**src/rtl/pcm_pkg.sv**
```systemverilog
// Package for the pointer candidate matcher: command and register codes,
// queue entry types and size constants. No dependencies.
`timescale 1ns / 1ps
package pcm_pkg;

  localparam int TARGETS_DEF = 16;
  localparam int MAX_OUT = 16;
  localparam int CMDQ_DEPTH = 2;
  localparam int RESQ_DEPTH = 2;
  localparam int CFG_IDX_W = 3;
  localparam int CFG_DATA_W = 32;

  localparam logic [1:0] CMD_CLEAR = 2'd0;
  localparam logic [1:0] CMD_APPEND = 2'd1;
  localparam logic [1:0] CMD_SCAN = 2'd2;

  localparam logic [CFG_IDX_W-1:0] REG_MAX_OBJ_SIZE = 3'd0;
  localparam logic [CFG_IDX_W-1:0] REG_NEAREST_ONLY = 3'd1;
  localparam logic [CFG_IDX_W-1:0] REG_PRESET_ENABLE = 3'd2;
  localparam logic [CFG_IDX_W-1:0] REG_PRESET_OFFSET = 3'd3;
  localparam logic [CFG_IDX_W-1:0] REG_WIDE_ADDRESSES = 3'd4;

  typedef enum logic [1:0] {
    OP_CLEAR = 2'd0,
    OP_APPEND = 2'd1,
    OP_SCAN = 2'd2
  } op_t;

  typedef enum logic [1:0] {
    ST_IDLE,
    ST_MIN,
    ST_EMIT
  } state_t;

  typedef struct packed {
    op_t op;
    logic [63:0] value;
    logic [63:0] location;
  } cmd_entry_t;

  typedef struct packed {
    logic [3:0] target_index;
    logic [31:0] child_id;
    logic [63:0] child_location;
    logic [63:0] pointer_value;
    logic [31:0] offset;
    logic last;
  } res_entry_t;

  typedef struct packed {
    logic [31:0] max_obj_size;
    logic nearest_only;
    logic preset_enable;
    logic [31:0] preset_offset;
  } cfg_t;

endpackage

```
**src/rtl/pointer_candidate_matcher_unit.sv**
```systemverilog
// Top level of the pointer candidate matcher: configuration registers, request
// and result queues. Depends on pcm_pkg, pcm_fifo, pcm_front and pcm_back.
//
//   Channel   Direction  Handshake          Payload
//   request   in         push / full        cmd, target_address, word_location, word_value
//   result    out        empty / pop        target_index, child_id, child_location,
//                                           pointer_value, offset, last
//   config    in         cfg_write          cfg_index, cfg_data
//
// A clear or append request takes effect in the back end as it leaves the queue.
// A scan walks the N targets, and nearest-only mode adds a first pass over them that
// finds the smallest offset.
// Reset clears the table count, the id counter, both queues and restores register defaults.
// A hit that waits on a full result queue stalls the walk; a busy back end fills the
// request queue.
`timescale 1ns / 1ps
module pointer_candidate_matcher_unit #(
  parameter int TARGETS = pcm_pkg::TARGETS_DEF
) (
  input  logic                           clk,
  input  logic                           rst,
  input  logic                           push,
  output logic                           full,
  input  logic [1:0]                     cmd,
  input  logic [63:0]                    target_address,
  input  logic [63:0]                    word_location,
  input  logic [63:0]                    word_value,
  output logic                           empty,
  input  logic                           pop,
  output logic [3:0]                     target_index,
  output logic [31:0]                    child_id,
  output logic [63:0]                    child_location,
  output logic [63:0]                    pointer_value,
  output logic [31:0]                    offset,
  output logic                           last,
  input  logic                           cfg_write,
  input  logic [pcm_pkg::CFG_IDX_W-1:0]  cfg_index,
  input  logic [pcm_pkg::CFG_DATA_W-1:0] cfg_data
);
  import pcm_pkg::*;

  cfg_t cfg;
  logic wide_addresses;
  logic f_push;
  cmd_entry_t f_entry;
  logic [$bits(cmd_entry_t)-1:0] q_rdata;
  cmd_entry_t q_head;
  logic q_empty;
  logic q_pop;
  logic r_full;
  logic r_push;
  res_entry_t r_entry;
  logic [$bits(res_entry_t)-1:0] r_rdata;
  res_entry_t r_head;

  always_ff @(posedge clk) begin
    if (rst) begin
      cfg.max_obj_size <= 32'd4096;
      cfg.nearest_only <= 1'b1;
      cfg.preset_enable <= 1'b0;
      cfg.preset_offset <= '0;
      wide_addresses <= 1'b1;
    end else if (cfg_write) begin
      case (cfg_index)
        REG_MAX_OBJ_SIZE: cfg.max_obj_size <= cfg_data;
        REG_NEAREST_ONLY: cfg.nearest_only <= cfg_data[0];
        REG_PRESET_ENABLE: cfg.preset_enable <= cfg_data[0];
        REG_PRESET_OFFSET: cfg.preset_offset <= cfg_data;
        REG_WIDE_ADDRESSES: wide_addresses <= cfg_data[0];
        default: begin
        end
      endcase
    end
  end

  pcm_front u_front (
    .push(push),
    .cmd(cmd),
    .target_address(target_address),
    .word_location(word_location),
    .word_value(word_value),
    .wide_addresses(wide_addresses),
    .q_push(f_push),
    .q_entry(f_entry)
  );

  pcm_fifo #(
    .WIDTH($bits(cmd_entry_t)),
    .DEPTH(CMDQ_DEPTH)
  ) u_cmd_q (
    .clk(clk),
    .rst(rst),
    .push(f_push),
    .wdata(f_entry),
    .full(full),
    .pop(q_pop),
    .rdata(q_rdata),
    .empty(q_empty)
  );

  assign q_head = cmd_entry_t'(q_rdata);

  pcm_back #(
    .TARGETS(TARGETS)
  ) u_back (
    .clk(clk),
    .rst(rst),
    .cfg(cfg),
    .q_empty(q_empty),
    .q_entry(q_head),
    .q_pop(q_pop),
    .r_full(r_full),
    .r_push(r_push),
    .r_entry(r_entry)
  );

  pcm_fifo #(
    .WIDTH($bits(res_entry_t)),
    .DEPTH(RESQ_DEPTH)
  ) u_res_q (
    .clk(clk),
    .rst(rst),
    .push(r_push),
    .wdata(r_entry),
    .full(r_full),
    .pop(pop),
    .rdata(r_rdata),
    .empty(empty)
  );

  assign r_head = res_entry_t'(r_rdata);
  assign target_index = r_head.target_index;
  assign child_id = r_head.child_id;
  assign child_location = r_head.child_location;
  assign pointer_value = r_head.pointer_value;
  assign offset = r_head.offset;
  assign last = r_head.last;

endmodule

```
**src/rtl/pcm_ram.sv**
```systemverilog
// Generic single-write, single-read RAM with a registered read port.
// No dependencies.
`timescale 1ns / 1ps
module pcm_ram #(
  parameter int WIDTH = 64,
  parameter int DEPTH = 16,
  parameter int AW = (DEPTH > 1) ? $clog2(DEPTH) : 1
) (
  input  logic             clk,
  input  logic             we,
  input  logic [AW-1:0]    waddr,
  input  logic [WIDTH-1:0] wdata,
  input  logic             re,
  input  logic [AW-1:0]    raddr,
  output logic [WIDTH-1:0] rdata
);

  logic [WIDTH-1:0] mem [DEPTH];

  always_ff @(posedge clk) begin
    if (we) begin
      mem[waddr] <= wdata;
    end
    if (re) begin
      rdata <= mem[raddr];
    end
  end

endmodule

```
**src/rtl/pcm_fifo.sv**
```systemverilog
// Small register-based FIFO used for the request queue and the result queue.
// No dependencies.
`timescale 1ns / 1ps
module pcm_fifo #(
  parameter int WIDTH = 8,
  parameter int DEPTH = 2
) (
  input  logic             clk,
  input  logic             rst,
  input  logic             push,
  input  logic [WIDTH-1:0] wdata,
  output logic             full,
  input  logic             pop,
  output logic [WIDTH-1:0] rdata,
  output logic             empty
);

  localparam int PW = (DEPTH > 1) ? $clog2(DEPTH) : 1;
  localparam int CW = $clog2(DEPTH + 1);

  logic [WIDTH-1:0] mem [DEPTH];
  logic [PW-1:0] wr_ptr;
  logic [PW-1:0] rd_ptr;
  logic [CW-1:0] count;
  logic do_push;
  logic do_pop;

  assign full = (count == CW'(DEPTH));
  assign empty = (count == '0);
  assign do_push = push && !full;
  assign do_pop = pop && !empty;
  assign rdata = mem[rd_ptr];

  always_ff @(posedge clk) begin
    if (do_push) begin
      mem[wr_ptr] <= wdata;
    end
  end

  always_ff @(posedge clk) begin
    if (rst) begin
      wr_ptr <= '0;
      rd_ptr <= '0;
      count <= '0;
    end else begin
      if (do_push) begin
        wr_ptr <= (wr_ptr == PW'(DEPTH - 1)) ? '0 : wr_ptr + 1'b1;
      end
      if (do_pop) begin
        rd_ptr <= (rd_ptr == PW'(DEPTH - 1)) ? '0 : rd_ptr + 1'b1;
      end
      if (do_push && !do_pop) begin
        count <= count + 1'b1;
      end else if (do_pop && !do_push) begin
        count <= count - 1'b1;
      end
    end
  end

endmodule

```
**src/rtl/pcm_front.sv**
```systemverilog
// Front end: decodes incoming requests into queue entries and drops unused codes.
// Depends on pcm_pkg.
`timescale 1ns / 1ps
module pcm_front (
  input  logic                 push,
  input  logic [1:0]           cmd,
  input  logic [63:0]          target_address,
  input  logic [63:0]          word_location,
  input  logic [63:0]          word_value,
  input  logic                 wide_addresses,
  output logic                 q_push,
  output pcm_pkg::cmd_entry_t  q_entry
);
  import pcm_pkg::*;

  always_comb begin
    q_push = push;
    q_entry.op = OP_CLEAR;
    q_entry.value = target_address;
    q_entry.location = word_location;
    case (cmd)
      CMD_CLEAR: begin
        q_entry.op = OP_CLEAR;
      end
      CMD_APPEND: begin
        q_entry.op = OP_APPEND;
      end
      CMD_SCAN: begin
        q_entry.op = OP_SCAN;
        q_entry.value = wide_addresses ? word_value : {32'b0, word_value[31:0]};
      end
      default: begin
        q_push = 1'b0;
      end
    endcase
  end

endmodule

```
**src/rtl/pcm_back.sv**
```systemverilog
// Back end: owns the target table and walks it for each scan, emitting hits.
// Depends on pcm_pkg and pcm_ram.
`timescale 1ns / 1ps
module pcm_back #(
  parameter int TARGETS = pcm_pkg::TARGETS_DEF
) (
  input  logic                 clk,
  input  logic                 rst,
  input  pcm_pkg::cfg_t        cfg,
  input  logic                 q_empty,
  input  pcm_pkg::cmd_entry_t  q_entry,
  output logic                 q_pop,
  input  logic                 r_full,
  output logic                 r_push,
  output pcm_pkg::res_entry_t  r_entry
);
  import pcm_pkg::*;

  localparam int AW = (TARGETS > 1) ? $clog2(TARGETS) : 1;
  localparam int CW = $clog2(TARGETS + 1);
  localparam int NW = $clog2(MAX_OUT + 1);

  state_t state, state_next;
  logic [CW-1:0] count, count_next;
  logic [CW-1:0] issue, issue_next;
  logic dv, dv_next;
  logic [AW-1:0] didx, didx_next;
  logic [63:0] scan_ptr, scan_ptr_next;
  logic [63:0] scan_loc, scan_loc_next;
  logic [31:0] min_off, min_off_next;
  logic pv, pv_next;
  logic [AW-1:0] p_idx, p_idx_next;
  logic [31:0] p_off, p_off_next;
  logic [NW-1:0] nq, nq_next;
  logic [31:0] id_counter;

  logic ram_we;
  logic ram_re;
  logic [63:0] ram_rdata;
  logic [64:0] diff;
  logic [31:0] off;
  logic cand;
  logic qual;
  logic pass_end;
  logic step;
  logic r_last;

  pcm_ram #(
    .WIDTH(64),
    .DEPTH(TARGETS)
  ) u_table (
    .clk(clk),
    .we(ram_we),
    .waddr(count[AW-1:0]),
    .wdata(q_entry.value),
    .re(ram_re),
    .raddr(issue[AW-1:0]),
    .rdata(ram_rdata)
  );

  // A word hits at or below the entry within max_obj_size, at preset_offset if enabled.
  assign diff = {1'b0, ram_rdata} - {1'b0, scan_ptr};
  assign off = diff[31:0];
  assign cand = dv && !diff[64] && (diff[63:32] == '0) && (off <= cfg.max_obj_size)
              && (!cfg.preset_enable || (off == cfg.preset_offset));
  assign qual = cand && (!cfg.nearest_only || (off == min_off));
  assign pass_end = (issue == count) && !dv;

  always_comb begin
    state_next = state;
    count_next = count;
    issue_next = issue;
    dv_next = dv;
    didx_next = didx;
    scan_ptr_next = scan_ptr;
    scan_loc_next = scan_loc;
    min_off_next = min_off;
    pv_next = pv;
    p_idx_next = p_idx;
    p_off_next = p_off;
    nq_next = nq;
    q_pop = 1'b0;
    r_push = 1'b0;
    r_last = 1'b0;
    ram_we = 1'b0;
    step = 1'b0;
    case (state)
      ST_IDLE: begin
        if (!q_empty) begin
          q_pop = 1'b1;
          case (q_entry.op)
            OP_CLEAR: begin
              count_next = '0;
            end
            OP_APPEND: begin
              if (count < CW'(TARGETS)) begin
                ram_we = 1'b1;
                count_next = count + 1'b1;
              end
            end
            OP_SCAN: begin
              scan_ptr_next = q_entry.value;
              scan_loc_next = q_entry.location;
              issue_next = '0;
              dv_next = 1'b0;
              min_off_next = cfg.max_obj_size;
              pv_next = 1'b0;
              nq_next = '0;
              state_next = cfg.nearest_only ? ST_MIN : ST_EMIT;
            end
            default: begin
            end
          endcase
        end
      end
      ST_MIN: begin
        if (pass_end) begin
          issue_next = '0;
          state_next = ST_EMIT;
        end else begin
          step = 1'b1;
          if (cand && (off < min_off)) begin
            min_off_next = off;
          end
        end
      end
      ST_EMIT: begin
        if (pv && (nq == NW'(MAX_OUT))) begin
          if (!r_full) begin
            r_push = 1'b1;
            r_last = 1'b1;
            state_next = ST_IDLE;
          end
        end else if (pass_end) begin
          if (!pv) begin
            state_next = ST_IDLE;
          end else if (!r_full) begin
            r_push = 1'b1;
            r_last = 1'b1;
            state_next = ST_IDLE;
          end
        end else if (!(qual && pv && r_full)) begin
          step = 1'b1;
          if (qual) begin
            r_push = pv;
            pv_next = 1'b1;
            p_idx_next = didx;
            p_off_next = off;
            nq_next = nq + 1'b1;
          end
        end
      end
      default: begin
        state_next = ST_IDLE;
      end
    endcase
    ram_re = step && (issue < count);
    if (step) begin
      dv_next = ram_re;
      didx_next = issue[AW-1:0];
      if (ram_re) begin
        issue_next = issue + 1'b1;
      end
    end
  end

  always_comb begin
    r_entry.target_index = 4'(p_idx);
    r_entry.child_id = id_counter;
    r_entry.child_location = scan_loc;
    r_entry.pointer_value = scan_ptr;
    r_entry.offset = p_off;
    r_entry.last = r_last;
  end

  always_ff @(posedge clk) begin
    if (rst) begin
      state <= ST_IDLE;
    end else begin
      state <= state_next;
    end
  end

  always_ff @(posedge clk) begin
    if (rst) begin
      count <= '0;
      issue <= '0;
      dv <= 1'b0;
      pv <= 1'b0;
      nq <= '0;
      id_counter <= '0;
    end else begin
      count <= count_next;
      issue <= issue_next;
      dv <= dv_next;
      pv <= pv_next;
      nq <= nq_next;
      if (r_push) begin
        id_counter <= id_counter + 1'b1;
      end
    end
  end

  always_ff @(posedge clk) begin
    didx <= didx_next;
    scan_ptr <= scan_ptr_next;
    scan_loc <= scan_loc_next;
    min_off <= min_off_next;
    p_idx <= p_idx_next;
    p_off <= p_off_next;
  end

endmodule
```
**config.mk**
```make
export PLATFORM = sky130hd
export DESIGN_NAME = pointer_candidate_matcher_unit
export DESIGN_NICKNAME = d
export VERILOG_FILES = /design/src/rtl/pcm_pkg.sv /design/src/rtl/pointer_candidate_matcher_unit.sv /design/src/rtl/pcm_ram.sv /design/src/rtl/pcm_fifo.sv /design/src/rtl/pcm_front.sv /design/src/rtl/pcm_back.sv
export SDC_FILE = /design/constraint.sdc
export NUM_CORES = 2
export LEC_CHECK = 0
export BUFFER_PORTS_ARGS = -buffer_cell sky130_fd_sc_hd__buf_2
export CORE_ASPECT_RATIO = 0.8
export CORE_MARGIN = 3
export CORE_UTILIZATION = 45
export DETAILED_ROUTE_END_ITERATION = 16
export GPL_ROUTABILITY_DRIVEN = 0
export HOLD_SLACK_MARGIN = 0.12
export PLACE_DENSITY = 0.7
export SLEW_MARGIN = 30
export SYNTH_ARGS = -nofsm -noshare
export SYNTH_HDL_FRONTEND = slang
export SYNTH_SLANG_ARGS = --single-unit
```
**constraint.sdc**
```tcl
create_clock -name clk -period 15.91 [get_ports clk]
set_input_delay 3.182 -clock clk [delete_from_list [all_inputs] [get_ports clk]]
set_output_delay 3.182 -clock clk [all_outputs]
set_load 0.02 [all_outputs]
```
==> impl_results.md <==
* Area Growth Syn to Fin at 13.7%
* Final setup margin at 6.95 ns
* Wire length per cell at 26.5 um
* Post-Route WL at 213 mm
* All-Layer GR Usage at 21.7%
* RSZ-0062 raised after global routing: false
* Worst vdd ir at 0.000103 V
* Inst Count DP at 7682
* CTS Buf Count at 196
* Synth area leaders: edfxtp_1 (69%), mux4_2 (8.5%), mux2_2 (4.5%), dfxtp_1 (3.0%), ha_1 (2.2%)
* Share of cells above drive strength 1 at 27.0%
* Initial antenna violation count at 39
* Fin. Hold Viols at 0
* TritonRoute pass-1 iters at 8
* R2R Setup Slk at 6.95 ns
* Core ar. at 186000 sq um
* Sequential area share after synthesis at 72.1%
* Synthesized area at 84500 sq um
* Row Count at 141
* CTS tree: yes
* Worst-margin pin slew at 0.983 ns
* Buffers on Ports at 432
* Max-Slew Margin vs Limit at 34.5%
* Final #Nets at 5766
* Hold WC Path Type: register to register
* Total Die Area at 193000 sq um
* Number of flops mapped to enable cells by yosys at 1942
* CP startpoint kind: register
* Worst skew pair latency at 0.85 ns
* Final setup vio count at 0
* Unique masters post-synth at 94
* Initial core utilization at 45.5%
* Setup tns final at 0 ns
* Largest net degree at the start of global routing at 131
* Post-Synth Adder-Cell Area at 2.20%
* Initial drt markers at 5283
* Layout Cells excl Fill at 8070
* Maxcap violations at 0
* Synth Area in XOR/XNOR at 0.953%
* Tmin final at 8.96 ns
* Overflow after GRT at 0
* Status: completed
* Clock buffer depth at 3
* Height of the die at 393 um
* Post-Synth Simple-Gate Area at 5.56%
* Seq cells post-synth at 2070
* Critical-path maximum fanout at 58
* Synth Instances at 4916
* Ys Warns at 0
* Clock Skews at 0.0592 ns
* Postcts setup bufs at 0
* Largest family of logic cells by synthesized area: multiplexers
* First-pass GRT wire length at 310 mm
* Final hold slack at 0.421 ns
* # resized after CTS at 0
* H-tree lvl count at 4
* F_max at 0.112 GHz
* # DRC at 0
* Share of the synthesized area in the top cell type at 69.0%
* Vias in the first global route at 45100
* Syn nets at 5298
* Average size of a mapped cell at 17.2 sq um
* WP data arrival at 9.39 ns
* Synth area leader: edfxtp_1
* Top FF cell, synth: edfxtp_1
* Commonest cells in the netlist: edfxtp_1 (1942), nand2_1 (465), mux2_2 (339)
* Final worst path period share at 56.3%
* Final ANT Viol Nets at 0
* Required @ worst endpoint at 16.34 ns
* Die Span X at 490 um
* Top-Level Pins at 433
* CTS sink count at 2070
* Compound-Gate Fraction of Synth Area at 4.25%
* CP endpoint kind: register
* Vias per cell at 5.79
* Leak Pwr at 0.0316 uW
* Count of pins over their slew limit at 0
* Dpl ws at 7.03 ns
* Post-synthesis async set-or-reset flop share at 0%
* CTS Root Cell: clkbuf_16
* Vias at 46800
* DP Wirelength at 138 mm
* Most frequent cell after synthesis: edfxtp_1
* Clock Pin Slew Worst Setup and Hold Paths at 0.06 ns
* Power Density at 134 nW/um^2
* Hold Buf Count CTS at 0
* Post-synthesis mux area share at 13.1%
* Setup CP Type: register to register
final cells by class:
type	count	area, sq um
Antenna cell	17	42.5
Fill cell	14800	89600
Multi-Input combinational cell	2454	22200
Clock buffer	248	5180
Tap cell	2502	3130
Sequential cell	2070	60900
Clock inverter	117	1170
Inverter	170	639
Timing Repair Buffer	492	2790
sequential cells by signal, summed over array words and instances (netlist names), 32 cells and up, named ones only:
signal,cells
cfg,66
u_back.min_off,32
u_back.u_table.mem,1024
u_res_q.mem,394
u_back.id_counter,32
u_cmd_q.mem,260
u_back.p_off,32
u_back.scan_loc,64
u_back.scan_ptr,64
u_back.u_table.rdata,64
power by group:
group / switching, uW / total [uW] / internal [uW]
sequential: 103 / 6610 / 6500
combinational: 1160 / 1710 / 550
clock: 2030 / 4560 / 2530
cells in the final DEF (no fill, tap or decap), types with 11 or more instances in the layout:
cell type / n
and3_1: 21
or4_1: 20
o211ai_1: 18
xor2_1: 32
nand2_1: 464
o21a_1: 14
inv_1: 168
a31oi_1: 13
o21ai_1: 21
or3_1: 26
nand3_1: 83
nor4_1: 21
a211oi_1: 14
o31ai_1: 19
nand4_1: 57
mux4_2: 320
o21ai_0: 108
clkbuf_16: 198
clkinv_2: 38
a21o_1: 43
buf_4: 49
nor2b_1: 26
mux2_2: 339
dfxtp_1: 121
xnor2_1: 39
edfxtp_1: 1942
a21oi_1: 236
and2_4: 11
diode_2: 17
ha_1: 146
and4_1: 18
nor2_1: 117
nor3_1: 35
clkinv_1: 40
clkbuf_1: 42
bufinv_16: 12
buf_2: 431
nand2b_1: 16
critical path: stages (launching register included):
cell	delay (ns)
edfxtp_1	0.37
inv_1	0.07
ha_1	0.17
inv_1	0.06
fa_1	0.43
a21oi_1	0.24
o211ai_2	0.21
a22o_1	0.27
nor3_1	0.38
o21ai_0	0.26
a21oi_1	0.22
xnor2_1	0.36
ha_1	0.38
nand4_1	0.10
or2_2	0.15
a21oi_1	0.04
nor4_1	0.28
o211ai_1	0.20
a32o_1	0.26
nor4_1	0.21
nor4b_1	0.30
o2111ai_1	0.48
o31a_4	0.67
inv_1	0.24
and2_4	0.66
buf_4	0.80
buf_4	0.64
logic make-up (layout without fill, tap and decap cells):
kind of cell	count (synthesis)	after routing
AOI/OAI and AO/OA	580	580
xor gates and xnor gates	79	79
adders and majority gates	148	148
buffers and inverters	392	1027
DFF	2070	2070
muxes	666	666
other	0	17
and+or+nand+nor	981	981
routing by layer:
layer	vias up	routed length (um)	global-route usage (%)
met4	0	6890	6.88
met5	-	0	0
met1	23800	88100	30.8
met2	2206	101000	34.1
li1	20300	-	-
met3	413	17600	4.09
metrics by stage:
stage	util [%]	instance area [sq um]	power (uW)
floorplan	-	84500	7800
global placement	48.2	89400	8350
detailed placement	48.2	89500	8400
CTS	51.6	95800	12900
global route	51.7	96000	13300
finish	51.7	96000	12900
path summary, 6_finish.rpt:
| check | from | to | cells past startpoint |
|---|---|---|---|
| min | u_back.didx[0] | u_back.p_idx[0] | 0 |
| min reg2reg | u_back.didx[0] | u_back.p_idx[0] | 0 |
| max | u_back.u_table.rdata[0] | u_res_q.mem[1][154] | 26 |
| max reg2reg | u_back.u_table.rdata[0] | u_res_q.mem[1][154] | 26 |
(Power assumes the default switching activity.)
